<file path="src/rtl/dq_pkg.sv">
// shared types and codes for the double-ended queue
package dq_pkg;

  localparam int unsigned WordW   = 32;
  localparam int unsigned ReqW    = 3;
  localparam int unsigned StatusW = 2;
  localparam int unsigned CountW  = 5;

  // request codes
  typedef enum logic [ReqW-1:0] {
    REQ_PUSH_FRONT = 3'd0,
    REQ_PUSH_BACK  = 3'd1,
    REQ_POP_FRONT  = 3'd2,
    REQ_POP_BACK   = 3'd3,
    REQ_CLEAR      = 3'd4
  } req_e;

  // result status codes
  typedef enum logic [StatusW-1:0] {
    ST_OK    = 2'd0,
    ST_EMPTY = 2'd1,
    ST_FULL  = 2'd2
  } status_e;

  // row-wide command broadcast to every cell
  typedef struct packed {
    logic clear;
    logic shift_in_front;
    logic shift_out_front;
    logic push_back;
    logic pop_back;
  } dq_cell_ctrl_t;

  // what one cell shows its neighbors
  typedef struct packed {
    logic             valid;
    logic [WordW-1:0] word;
  } dq_link_t;

endpackage

</file>
<file path="src/rtl/dq_if.sv">
// request and response channel interfaces
interface dq_req_if import dq_pkg::*; ();
  logic                      valid;
  logic                      ready;
  logic        [ReqW-1:0]    req_type;
  logic signed [WordW-1:0]   value;

  modport source (output valid, output req_type, output value, input ready);
  modport sink   (input valid, input req_type, input value, output ready);
endinterface

interface dq_rsp_if import dq_pkg::*; ();
  logic                      valid;
  logic                      ready;
  logic signed [WordW-1:0]   popped;
  logic        [StatusW-1:0] status;
  logic        [CountW-1:0]  count;
  logic signed [WordW-1:0]   front_word;
  logic signed [WordW-1:0]   back_word;
  logic                      is_empty;

  modport source (output valid, output popped, output status, output count,
                  output front_word, output back_word, output is_empty, input ready);
  modport sink   (input valid, input popped, input status, input count,
                  input front_word, input back_word, input is_empty, output ready);
endinterface

</file>
<file path="src/rtl/dq_cell.sv">
// one storage cell of the queue row, position i from the front
module dq_cell import dq_pkg::*; (
  input  logic             clk_i,
  input  logic             rst_ni,
  input  dq_cell_ctrl_t    ctrl_i,
  input  logic [WordW-1:0] push_word_i,
  input  dq_link_t         left_i,
  input  dq_link_t         right_i,
  output dq_link_t         cell_o
);

  logic             valid_d, valid_q;
  logic [WordW-1:0] word_d, word_q;

  // next contents from the broadcast command and the neighbors
  always_comb begin
    valid_d = valid_q;
    word_d  = word_q;
    priority if (ctrl_i.clear) begin
      valid_d = 1'b0;
    end else if (ctrl_i.shift_in_front) begin
      valid_d = left_i.valid;
      word_d  = left_i.word;
    end else if (ctrl_i.shift_out_front) begin
      valid_d = right_i.valid;
      word_d  = right_i.word;
    end else if (ctrl_i.push_back && !valid_q && left_i.valid) begin
      valid_d = 1'b1;
      word_d  = push_word_i;
    end else if (ctrl_i.pop_back && valid_q && !right_i.valid) begin
      valid_d = 1'b0;
    end
  end

  // occupancy flag
  always_ff @(posedge clk_i or negedge rst_ni) begin
    if (!rst_ni) begin
      valid_q <= 1'b0;
    end else begin
      valid_q <= valid_d;
    end
  end

  // stored word
  always_ff @(posedge clk_i) begin
    word_q <= word_d;
  end

  assign cell_o.valid = valid_q;
  assign cell_o.word  = word_q;

endmodule

</file>
<file path="src/rtl/double_ended_queue_top.sv">
// double-ended queue top level: row of cells plus request control
//
//   channel  dir  handshake       payload
//   req_i    in   valid / ready   req_type, value
//   rsp_o    out  valid / ready   popped, status, count, front_word, back_word, is_empty
//
// in each transaction the cell row updates at acceptance, the result register is
// loaded from the row on the next edge, ready is low in between
// a new request is taken at the earliest in the cycle the previous result leaves
// reset clears the cell occupancy flags, the count and both channel states
// a stalled response holds req_i ready low only while the result register is full
module double_ended_queue_top import dq_pkg::*; #(
  parameter int unsigned DEPTH = 16
) (
  input  logic   clk_i,
  input  logic   rst_ni,
  dq_req_if.sink   req_i,
  dq_rsp_if.source rsp_o
);

  localparam int unsigned CntW = $clog2(DEPTH + 1);

  dq_link_t      cell_q   [DEPTH];
  dq_link_t      left_in  [DEPTH];
  dq_link_t      right_in [DEPTH];
  dq_cell_ctrl_t ctrl;

  logic [CntW-1:0]  cnt_d, cnt_q;
  logic             pend_q;
  logic [WordW-1:0] pop_d, pop_q;
  status_e          st_d, st_q;
  logic             accept;
  logic             full, empty;
  logic [WordW-1:0] tail_word;
  logic [CntW+CountW-1:0] cnt_ext;

  logic             out_valid_q;
  logic [WordW-1:0] out_pop_q, out_front_q, out_back_q;
  status_e          out_st_q;
  logic [CountW-1:0] out_cnt_q;
  logic             out_empty_q;

  assign accept      = req_i.valid && req_i.ready;
  assign req_i.ready = !pend_q && (!out_valid_q || rsp_o.ready);
  assign full        = (cnt_q == CntW'(DEPTH));
  assign empty       = (cnt_q == '0);

  // neighbor wiring; the head cell sees the incoming word as its left neighbor
  for (genvar i = 0; i < DEPTH; i++) begin : g_row
    if (i == 0) begin : g_head
      assign left_in[i] = '{valid: 1'b1, word: req_i.value};
    end else begin : g_mid
      assign left_in[i] = cell_q[i-1];
    end
    if (i == DEPTH - 1) begin : g_tail
      assign right_in[i] = '{valid: 1'b0, word: '0};
    end else begin : g_inner
      assign right_in[i] = cell_q[i+1];
    end

    dq_cell u_cell (
      .clk_i       (clk_i),
      .rst_ni      (rst_ni),
      .ctrl_i      (ctrl),
      .push_word_i (req_i.value),
      .left_i      (left_in[i]),
      .right_i     (right_in[i]),
      .cell_o      (cell_q[i])
    );
  end

  // word of the last occupied cell
  always_comb begin
    tail_word = '0;
    for (int i = 0; i < DEPTH; i++) begin
      if (cell_q[i].valid && !right_in[i].valid) begin
        tail_word = tail_word | cell_q[i].word;
      end
    end
  end

  // request decode
  always_comb begin
    ctrl  = '0;
    cnt_d = cnt_q;
    st_d  = ST_OK;
    pop_d = '0;
    if (accept) begin
      unique case (req_e'(req_i.req_type))
        REQ_PUSH_FRONT: begin
          if (full) begin
            st_d = ST_FULL;
          end else begin
            ctrl.shift_in_front = 1'b1;
            cnt_d = cnt_q + 1'b1;
          end
        end
        REQ_PUSH_BACK: begin
          if (full) begin
            st_d = ST_FULL;
          end else begin
            ctrl.push_back = 1'b1;
            cnt_d = cnt_q + 1'b1;
          end
        end
        REQ_POP_FRONT: begin
          if (empty) begin
            st_d = ST_EMPTY;
          end else begin
            ctrl.shift_out_front = 1'b1;
            pop_d = cell_q[0].word;
            cnt_d = cnt_q - 1'b1;
          end
        end
        REQ_POP_BACK: begin
          if (empty) begin
            st_d = ST_EMPTY;
          end else begin
            ctrl.pop_back = 1'b1;
            pop_d = tail_word;
            cnt_d = cnt_q - 1'b1;
          end
        end
        REQ_CLEAR: begin
          ctrl.clear = 1'b1;
          cnt_d = '0;
        end
        default: begin
        end
      endcase
    end
  end

  // count and pending result
  always_ff @(posedge clk_i or negedge rst_ni) begin
    if (!rst_ni) begin
      cnt_q  <= '0;
      pend_q <= 1'b0;
    end else begin
      cnt_q  <= cnt_d;
      pend_q <= accept;
    end
  end

  always_ff @(posedge clk_i) begin
    if (accept) begin
      pop_q <= pop_d;
      st_q  <= st_d;
    end
  end

  // result register valid
  always_ff @(posedge clk_i or negedge rst_ni) begin
    if (!rst_ni) begin
      out_valid_q <= 1'b0;
    end else if (pend_q) begin
      out_valid_q <= 1'b1;
    end else if (rsp_o.ready) begin
      out_valid_q <= 1'b0;
    end
  end

  assign cnt_ext = {{CountW{1'b0}}, cnt_q};

  // result payload, taken from the updated row
  always_ff @(posedge clk_i) begin
    if (pend_q) begin
      out_pop_q   <= pop_q;
      out_st_q    <= st_q;
      out_cnt_q   <= cnt_ext[CountW-1:0];
      out_front_q <= empty ? '0 : cell_q[0].word;
      out_back_q  <= empty ? '0 : tail_word;
      out_empty_q <= empty;
    end
  end

  assign rsp_o.valid      = out_valid_q;
  assign rsp_o.popped     = out_pop_q;
  assign rsp_o.status     = out_st_q;
  assign rsp_o.count      = out_cnt_q;
  assign rsp_o.front_word = out_front_q;
  assign rsp_o.back_word  = out_back_q;
  assign rsp_o.is_empty   = out_empty_q;

endmodule

</file>
<file path="src/flat_wrapper.sv">
// flat-port wrapper written by rule: the top's interface ports become plain ports
module double_ended_queue_top_flat import dq_pkg::*;
#(
  parameter int unsigned DEPTH = 16
)
  (clk_i, rst_ni, req_i_valid, req_i_req_type, req_i_value, req_i_ready, rsp_o_valid, rsp_o_popped, rsp_o_status, rsp_o_count, rsp_o_front_word, rsp_o_back_word, rsp_o_is_empty, rsp_o_ready);
  dq_req_if req_i_i ();
  dq_rsp_if rsp_o_i ();
  input  logic clk_i;
  input  logic rst_ni;
  input wire logic [$bits(req_i_i.valid)-1:0] req_i_valid;
  input wire logic [$bits(req_i_i.req_type)-1:0] req_i_req_type;
  input wire logic [$bits(req_i_i.value)-1:0] req_i_value;
  output wire logic [$bits(req_i_i.ready)-1:0] req_i_ready;
  output wire logic [$bits(rsp_o_i.valid)-1:0] rsp_o_valid;
  output wire logic [$bits(rsp_o_i.popped)-1:0] rsp_o_popped;
  output wire logic [$bits(rsp_o_i.status)-1:0] rsp_o_status;
  output wire logic [$bits(rsp_o_i.count)-1:0] rsp_o_count;
  output wire logic [$bits(rsp_o_i.front_word)-1:0] rsp_o_front_word;
  output wire logic [$bits(rsp_o_i.back_word)-1:0] rsp_o_back_word;
  output wire logic [$bits(rsp_o_i.is_empty)-1:0] rsp_o_is_empty;
  input wire logic [$bits(rsp_o_i.ready)-1:0] rsp_o_ready;
  assign req_i_i.valid = req_i_valid;
  assign req_i_i.req_type = req_i_req_type;
  assign req_i_i.value = req_i_value;
  assign req_i_ready = req_i_i.ready;
  assign rsp_o_valid = rsp_o_i.valid;
  assign rsp_o_popped = rsp_o_i.popped;
  assign rsp_o_status = rsp_o_i.status;
  assign rsp_o_count = rsp_o_i.count;
  assign rsp_o_front_word = rsp_o_i.front_word;
  assign rsp_o_back_word = rsp_o_i.back_word;
  assign rsp_o_is_empty = rsp_o_i.is_empty;
  assign rsp_o_i.ready = rsp_o_ready;
  double_ended_queue_top #(.DEPTH(DEPTH)) u_core (.clk_i(clk_i), .rst_ni(rst_ni), .req_i(req_i_i), .rsp_o(rsp_o_i));
endmodule
</file>
<file path="config.mk">
export PLATFORM = sky130hd
export DESIGN_NAME = double_ended_queue_top_flat
export DESIGN_NICKNAME = d
export VERILOG_FILES = /design/src/rtl/dq_pkg.sv /design/src/rtl/dq_if.sv /design/src/rtl/dq_cell.sv /design/src/rtl/double_ended_queue_top.sv /design/src/flat_wrapper.sv
export SDC_FILE = /design/constraint.sdc
export NUM_CORES = 1
export LEC_CHECK = 0
export BUFFER_PORTS_ARGS = -buffer_cell sky130_fd_sc_hd__buf_2
export CORE_UTILIZATION = 40
export DETAILED_ROUTE_END_ITERATION = 8
export SLEW_MARGIN = 20
export SYNTH_ARGS = -nofsm -noshare
export SYNTH_HDL_FRONTEND = slang
export SYNTH_HIERARCHICAL = 1
export SYNTH_SLANG_ARGS = --single-unit
</file>
<file path="constraint.sdc">
create_clock -name clk_i -period 8.65 [get_ports clk_i]
set_input_delay 0.865 -clock clk_i [delete_from_list [all_inputs] [get_ports clk_i]]
set_output_delay 0.865 -clock clk_i [all_outputs]
set_load 0.05 [all_outputs]
</file>
Yosys cells after proc, flatten, opt, wreduce, memory -nomap -nowiden
Index checks and enable logic that the tools add are counted.
{"block": "totals", "latch_bits": 0, "word_cells": 384, "memories": 0, "register_bits": 673, "romBits": 0, "ramBits": 0, "output_inout_bits": 106}
{"block": "classes", "div": 0, "mux": 163, "n_shift": 0, "mul": 0, "eq_ne": 7, "add_sub_neg": 2, "reduce_logical": 153, "n_lt_le_gt_ge": 0, "bitwise": 16}
{"cell": "32-bit 2-to-1 mux", "count": 66}
{"cell": "32-bit bitwise OR", "count": 15}
{"cell": "1-bit 2-to-1 mux", "count": 90}
{"cell": "5-bit nonzero test", "count": 16}
{"cell": "1-bit logical AND", "count": 79}
{"cell": "32-bit case mux with 2 select lines", "count": 1}
{"cell": "3-bit nonzero test", "count": 17}
{"cell": "2-bit AND reduction", "count": 16}
{"cell": "1-bit zero test", "count": 18}
{"cell": "5-bit 2-to-1 mux", "count": 3}
{"cell": "5-bit case mux with 3 select lines", "count": 1}
{"cell": "3-bit by 2-bit == test with 1-bit output, second input constant", "count": 2}
{"cell": "5-bit by 1-bit adder with 5-bit output, second input constant", "count": 1}
{"cell": "5-bit == test, second input constant", "count": 1}
{"cell": "5-bit zero test", "count": 1}
{"cell": "5-bit by 1-bit subtractor with 5-bit output, second input constant", "count": 1}
{"cell": "2-bit inequality test, second input constant", "count": 2}
{"cell": "2-bit case mux with 2 select lines", "count": 1}
{"cell": "4-bit AND reduction", "count": 1}
{"cell": "2-bit OR reduction", "count": 2}
{"cell": "3-bit by 1-bit == test with 1-bit output, second input constant", "count": 1}
{"cell": "3-bit == test, second input constant", "count": 1}
{"cell": "3-bit zero test", "count": 1}
{"cell": "2-bit 2-to-1 mux", "count": 1}
{"cell": "other kinds (3)", "count": 3}

Logic depth before layout (Yosys ltp)
{"block": "depth", "ltp_word": 35, "mapped_depth": 9, "depth_no_buf": 9}

Hierarchy
The synthesis kept the hierarchy.
{"module": "dq_cell", "instances": 16, "seq_area_each_um2": 985.9, "area_each_um2": 1739.2, "cells_per_inst": 150}
{"module": "double_ended_queue_top", "instances": 1, "seq_area_each_um2": 4319.1, "area_each_um2": 8341.8, "cells_per_inst": 802}

Least setup slack after synthesis
No wires, ideal clock.
{"block": "synth_timing", "kind": "register to register", "startpoint": "reg u_core.pend_q", "endpoint": "reg u_core.g_row[0].u_cell.word_q[0], enable pin", "n_path_buf": 0, "arrival_ps": 9181, "period_less_slack_ps": 9602, "stages_incl_launch_ff": 6, "required_ps": 8229, "slack_ps": -952, "path_cell_list": "dfrtp_1 nor2_1 nand2_1 nor3_1 a311oi_2 nor2_1"}
{"element": "start: declaration", "line_no": "double_ended_queue_top.sv:29", "source": "logic pend_q;"}
{"element": "start signal: assignment", "line_no": "double_ended_queue_top.sv:141", "source": "pend_q <= accept;"}
{"element": "end signal: assignment", "line_no": "dq_cell.sv:46", "source": "word_q <= word_d;"}
{"element": "end: declaration", "line_no": "dq_cell.sv:13", "source": "logic [WordW-1:0] word_d, word_q;"}

==> results.ini <==
[synth]
synthXorXnorAreaFrac_pct = 0.09686
async_flop_share_pct = 3.418
postSynthAreaPerCell_um2 = 11.30
synth_fa_ha_area_share_pct = 0.1591
synth_top_family_by_area = compound AO/OA/AOI/OAI gates
netlist_instances = 3202
synth_flop_cell = edfxtp_1
muxShareOfSynthArea_pct = 14.64
synth_edf_count = 650
ys_seq_elements = 673
synth_compound_area_share_pct = 15.09
ys_seq_area_share_pct = 55.56
yosys.area_share.simple_pct = 8.922
ys_warn_count = 6
netlist_area_mm2 = 0.03617
yosysUniqueCellTypes = 47

[sta]
slew_violations = 0
worst_pin_slew_ns = 1.153
setup_viol = 0
slew_headroom_pct = 23.13
rsz0062_at_grt = false
worst_clock_skew_ns = 0.03264
period_minus_slack_ns = 4.346
setup_tns_ns = 0
hold_viol_final = 0
max_freq_ghz = 0.2301
timing.final.crit_share_pct = 50.25

[clock_network]
cts-buffers-inserted = 72
cts.sinks = 673
cts_buffer_depth = 3
clk_pin_slew_ns = 0.07
cts_root_buffer = clkbuf_16
htree_levels = 3
post_cts_buffers = 0
hold_buffers = 0
cts_resized = 0
insertion_delay_ns = 0.63
cts_tree = built

[status]
status = finished, final reports clean

[die]
start_util_pct = 40.68
die_h_um = 302.7
die_area_mm2 = 0.09163
io-pin-count = 145
die_x_um = 302.7
core_mm2 = 0.08892
rows = 109

[grt]
grt_max_degree = 274
grt_usage_pct = 23.66
grt_pass1_vias = 24441
overflow = 0
antenna_found_initial = 15
grt_pass1_wl_um = 161600

[cells_and_area]
final_cells = 4461
regArea_mm2 = 0.02010
nets = 3282
drive_gt1_share_pct = 11.62
syn2layout_area_growth_pct = 10.31
multiInputGateArea_mm2 = 0.01448
nFillCells = 8335

[routing]
via_per_inst = 5.862
drc = 0
routed-via-count = 26152
wl_per_cell_um = 24.78
postRouteAntennaNets = 0
firstDrtPassIters = 8
drt-total-wl_um = 110500
drt_iter0_drc = 3216

[critical_path]
worst_setup_path_start_kind = register
max_stage_delay_ns = 0.70
path_cells = nor2_1, nand2_1, inv_2, nand2_1, nor2_4, a311oi_2, nor2_4, buf_4
crit_slowest_cell = nor2_4
worst_setup_path_end_kind = register
path_max_fanout = 40
cp_num_buf_inv = 2
cp.arrival_ns = 4.63
cp.required_ns = 8.93
crit_family = simple AND/OR/NAND/NOR gates
path_class = reg2reg

[worst_hold_path]
min_path_type = in2async

[power]
power_density_mw_per_mm2 = 267.6
worst_ir_drop_vdd_mv = 0.1841
leakagePower_nw = 12.38

[place]
dp_hpwl_um = 60520
port_buffers = 144
gp_congestion = 0.8090
place_inst = 4330

[flow_run]
cap_violations = 0

==> layout make-up <==
type                    instances  share of cell area, %
repair buffers                200                  3.058
multi-input cells            2237                  36.28
inverters                      55                 0.5174
clock buffers                  85                  4.902
flip-flops and latches        673                  50.38
well taps                    1165                  3.653
diodes                          1               0.006272
clock inverters                45                  1.207
==> synthesized netlist by cell type, types with 38 or more instances <==
cell type,instances,area share (%)
buf_2,118,1.6
nand2_1,563,5.8
buf_4,38,0.79
a22oi_1,236,4.9
edfxtp_1,650,54
o21ai_1,514,7.1
inv_1,54,0.56
nand4_1,42,0.73
buf_6,64,2.0
nor2b_1,47,0.81
mux2i_1,528,15
clkbuf_1,49,0.51
nor2_1,81,0.84
==> path summary, 6_finish.rpt <==
check	from	end	slack [ns]	depth (start not counted)
min	rst_ni	u_core/g_row[9].u_cell/valid_q	0.28	1
min in group clk_i	u_core/pop_q[8]	u_core/rsp_o.popped[8]	0.42	0
max	u_core/pend_q	u_core/g_row[14].u_cell/word_q[29]	4.30	8
max reg2reg	u_core/pend_q	u_core/g_row[14].u_cell/word_q[29]	4.30	8
min reg2reg	u_core/pop_q[8]	u_core/rsp_o.popped[8]	0.42	0
max in group asynchronous	rst_ni	u_core/pend_q	7.86	1
==> cell families (layout without fill, tap and decap cells) <==
logic type	after synthesis	count (layout)
xor+xnor	4	4
other cells	2	37
compound gates	893	893
flops	673	673
mux	529	529
buf+inv	326	385
simple gates	771	771
fa+ha+maj	4	4
==> where the power goes <==
part | internal (mW) | switching, mW
Combinational | 0.874 | 2.29
Sequential | 4.01 | 0.265
Clock | 1.89 | 1.34
Total | 6.78 | 3.90
==> metal layers <==
| layer | vias to the layer above | global-route usage [%] | share of wire [%] |
|---|---|---|---|
| li1 | 11995 | - | - |
| met4 | 18 | 7.358 | 2.9 |
| met2 | 1179 | 36.18 | 45 |
| met3 | 219 | 5.564 | 9.4 |
| met5 | - | 0 | 0.11 |
| met1 | 12741 | 33.16 | 43 |
==> placed cells by master, fill, tap and decap left out, types with 6 or more instances in the layout <==
cell type / Yosys / layout
nor2b_4: 0 / 13
clkbuf_16: 0 / 76
edfxtp_1: 650 / 650
o21ai_1: 514 / 514
bufinv_16: 0 / 9
a21oi_1: 36 / 36
a211o_1: 16 / 16
nand4_1: 42 / 42
buf_4: 38 / 49
clkinv_2: 0 / 17
o21ai_0: 35 / 35
a22oi_1: 236 / 236
dfrtp_1: 23 / 21
nor2_4: 0 / 18
clkinv_1: 0 / 8
conb_1: 2 / 36
nand2_1: 563 / 563
nor3_1: 18 / 14
nor2_1: 81 / 64
buf_2: 118 / 144
inv_1: 54 / 53
mux2i_1: 528 / 528
a2bb2oi_1: 6 / 6
a311oi_2: 16 / 16
clkbuf_1: 49 / 7
nor2b_1: 47 / 33
a221o_1: 18 / 18
clkinvlp_4: 0 / 6
buf_12: 0 / 6
==> registers in the layout, indices dropped and copies added (netlist names) <==
register / count
u_core/rsp_o.front_word: 32
u_core/rsp_o.valid: 1
u_core/cnt_q: 5
u_core/rsp_o.status: 2
u_core/pop_q: 32
u_core/rsp_o.count: 5
u_core/rsp_o.is_empty: 1
u_core/rsp_o.back_word: 32
u_core/pend_q: 1
u_core/g_row.u_cell/word_q: 512
u_core/g_row.u_cell/valid_q: 16
u_core/st_q: 2
u_core/rsp_o.popped: 32
==> stage by stage <==
stage          hold WS [ns]  util [%]  setup WS, ns  total power, mW  instance area, um^2
3_3_place_gp         0.4030     42.10         3.683            7.404                37430
4_1_cts              0.2793     44.84         3.917            10.66                39870
6_report             0.2759     44.87         4.304            10.68                39900
2_1_floorplan        0.4003         -         1.040            6.226                36300
5_1_grt              0.3099     44.87         4.070            11.04                39900
3_5_place_dp         0.4045     42.10         3.697            7.431                37430
Power figures use the tool's default switching activity.
